## src/hw/rtl/psn_ram.sv

```systemverilog
`timescale 1ns / 1ps
`default_nettype none

// Single-port synchronous RAM, registered read
module psn_ram #(
  parameter int unsigned Width = 8,
  parameter int unsigned Depth = 16
) (
  input  wire logic                     clk_i,
  input  wire logic                     we_i,
  input  wire logic [$clog2(Depth)-1:0] addr_i,
  input  wire logic [Width-1:0]         wdata_i,
  output logic      [Width-1:0]         rdata_o
);

  logic [Width-1:0] mem_q [Depth];

  always_ff @(posedge clk_i) begin
    if (we_i) begin
      mem_q[addr_i] <= wdata_i;
    end
    rdata_o <= mem_q[addr_i];
  end

endmodule

`default_nettype wire

```

## config.mk

```make
export PLATFORM = sky130hd
export DESIGN_NAME = psn_ram
export DESIGN_NICKNAME = d
export VERILOG_FILES = /design/src/hw/rtl/psn_ram.sv
export SDC_FILE = /design/constraint.sdc
export NUM_CORES = 1
export LEC_CHECK = 0
export BUFFER_PORTS_ARGS = -buffer_cell sky130_fd_sc_hd__clkbuf_2
export CAP_MARGIN = 20
export CORE_ASPECT_RATIO = 0.6
export CORE_MARGIN = 3
export CORE_UTILIZATION = 25
export DETAILED_ROUTE_END_ITERATION = 8
export PLACE_DENSITY_LB_ADDON = 0.15
export SLEW_MARGIN = 20
export SYNTH_ARGS = -nofsm -noshare
export SYNTH_HDL_FRONTEND = slang
export SYNTH_SLANG_ARGS = --single-unit
```

## constraint.sdc

```tcl
create_clock -name clk_i -period 3.3 [get_ports clk_i]
set_input_delay 0.99 -clock clk_i [delete_from_list [all_inputs] [get_ports clk_i]]
set_output_delay 0.99 -clock clk_i [all_outputs]
set_load 0.02 [all_outputs]
```

==> metrics.yaml <==
status:
  outcome: "finished, final reports clean"
critical_path:
  crit_chain: "clkbuf_2 > buf_4 > buf_4 > mux4_2 > a22oi_1 > nand2_1"
  start_kind: "input port"
  required_ns: 3.59
  critical_path.max_fanout: 12
  cp_slowest_cell: "mux4_2"
  worst_path_most_repeated_cell: "buf_4"
  arrival_ns: 2.51
  cp-end-kind: "register"
  crit_type: "input port to register"
  critPathMaxStageDelay_ns: 0.48
floorplanning:
  num_rows: 39
  core_area_um2: 19500
  die_y_um: 116
  io_pins: 22
  die-area_um2: 22100
  die_w_um: 190
  start_util_pct: 26.0
grt:
  antenna_found_initial: 0
  grt_pass1_wl_um: 17500
  grtUsageTotal_pct: 11.4
  grt_max_degree: 19
  overflow: 0
  grt_pass1_vias: 2549
logic_synthesis:
  synth_compound_area_share_pct: 2.37
  syn_area_um2: 5070
  synth_fa_ha_area_share_pct: 0
  synth_top_family_by_area: "multiplexers"
  synth_seq_area_share_pct: 79.0
  synth-seq-cells: 136
  synth_nets: 244
  synth_mux_area_share_pct: 14.2
  synth_warnings: 0
  synth_xor_area_share_pct: 0
  synth-simple-area-share_pct: 3.21
  synth_cell_types: 18
  postSynthCellCount: 230
  avgSynthCellArea_um2: 22.0
timing:
  max_freq_mhz: 452
  worst_clock_skew_ns: 0.00681
  layout_min_cycle_time_ns: 2.21
  setup_viol: 0
  finalSetupTns_ns: 0
  drv_slew: 0
  relSlewSlack_pct: 71.4
  post-route-period-util_pct: 67.0
  worstMarginPinSlew_ns: 0.428
  final_hold_viol_count: 0
  rsz0062_at_grt: "false"
worst_hold_path:
  holdCritPathClass: "register to register"
clock_tree:
  cts_made_buffers: 17
  path_clk_slew_ns: 0.06
  cts_resized: 0
  root_buffer: "clkbuf_16"
  holdBufCountCts: 0
  postCtsSetupBuffers: 0
  htreeDepth: 4
  cts.path.max_buffers: 2
  clock_latency_ns: 0.41
  tritoncts: "built"
  numClockSinks: 136
detailed_routing:
  drtIter0Drc: 187
  drc_errors: 0
  viasPerCell: 4.25
  drtPass1Iterations: 4
  wl_per_cell_um: 20.4
  ant_nets: 0
  dr_total_vias: 2424
  wirelength_um: 11700
run:
  drv_cap: 0
placement:
  gp_congestion: 0.710
  port_buffers: 21
  hpwl_um: 7880
pwr:
  p_leak_uw: 0.00210
  powerDensity_nw_per_um2: 655
  irDropWorstVdd_mv: 0.340
  total_power_uw: 4150
layout:
  nNetsFinal: 305
  multi_input_comb_area_um2: 1000
  num-fill-cells: 1853
  layout-drive-gt1-share_pct: 38.5
  regArea_um2: 4000
  area_delta_synth_final_pct: 24.9
  antennaDiodeCount: 0
## cells by family after synthesis
group | after synthesis
DFF | 136
AOI/OAI and AO/OA | 16
muxes | 32
buffers and inverters | 11
and+or+nand+nor | 35
## power breakdown
group	internal [µW]	total, µW	switching, µW
clock network	1300	2000	698
logic	81.3	201	120
registers	1930	1950	15.9
total	3320	4150	834
## cell usage after synthesis (all sizes together)
cell type	instances	area, µm²
nand3b	2	15.0
nand3	1	5.00
nor2	13	48.8
buf	8	47.5
nor3	4	20.0
nor2b	2	12.5
a22oi	16	120
edfxtp	128	3840
and2	1	6.26
dfxtp	8	160
mux4	32	721
nand2b	2	12.5
clkbuf	3	12.5
or3b	1	8.76
nand2	9	33.8
## sequential cells by signal, summed over array words and instances (netlist names)
name,count
rdata_o,8
mem_q,128
## worst paths after layout
kind	from	end	slack, ns	depth (start not counted)
max reg2reg	mem_q[3][7]$_DFFE_PP_	rdata_o[7]$_DFF_P_	2.00	3
min	mem_q[6][6]$_DFFE_PP_	rdata_o[6]$_DFF_P_	0.67	3
max	addr_i[0]	rdata_o[0]$_DFF_P_	1.09	6
min reg2reg	mem_q[6][6]$_DFFE_PP_	rdata_o[6]$_DFF_P_	0.67	3
## critical path, delay by kind of cell
| kind | cells | cell delay [ns] |
|---|---|---|
| buffers and inverters | 3 | 0.80 |
| multiplexers | 1 | 0.48 |
| AO/OA/AOI/OAI | 1 | 0.15 |
| AND/OR/NAND/NOR | 1 | 0.07 |
## through the flow
step                      area, µm²  util, %  setup WS, ns  std cells  hold slack, ns
after floorplan                5070        -         0.817        230           0.635
after global placement         5700     29.3         0.622        538           0.669
after detailed placement       5700     29.3         0.628        538           0.662
after CTS                      6330     32.5          1.07        570           0.678
after global routing           6330     32.5         0.943        570           0.701
final                          6330     32.5          1.09        570           0.672
## layer usage
| layer | track usage [%] | up-vias | wire length [µm] |
|---|---|---|---|
| li1 | - | 1081 | - |
| met1 | 17.6 | 1274 | 6390 |
| met2 | 14.8 | 54 | 4590 |
| met3 | 3.45 | 15 | 517 |
| met4 | 4.43 | 0 | 157 |
| met5 | 0 | - | 0 |
## final cells by class
| class | count | share of cell area, % |
|---|---|---|
| clock buffer | 20 | 7.21 |
| tap | 266 | 5.26 |
| sequential | 136 | 63.3 |
| clock inverter | 12 | 2.77 |
| timing repair buffer | 53 | 5.65 |
| multi-input combinational | 83 | 15.9 |
## placed cells by master (no fill, tap or decap), types with 2 or more instances in the layout
cell type	Yosys	final
nor2_1	13	13
clkbuf_8	0	2
nor3_1	4	4
bufinv_16	0	4
clkbuf_2	1	21
dfxtp_1	8	8
nand3b_1	2	2
edfxtp_1	128	128
a22oi_1	16	16
clkinvlp_4	0	3
clkbuf_16	0	17
mux4_2	32	32
nor2b_1	2	2
nand2b_1	2	2
buf_4	0	31
clkinv_4	0	2
clkinv_2	0	3
nand2_1	9	9
Power figures use the tool's default switching activity.
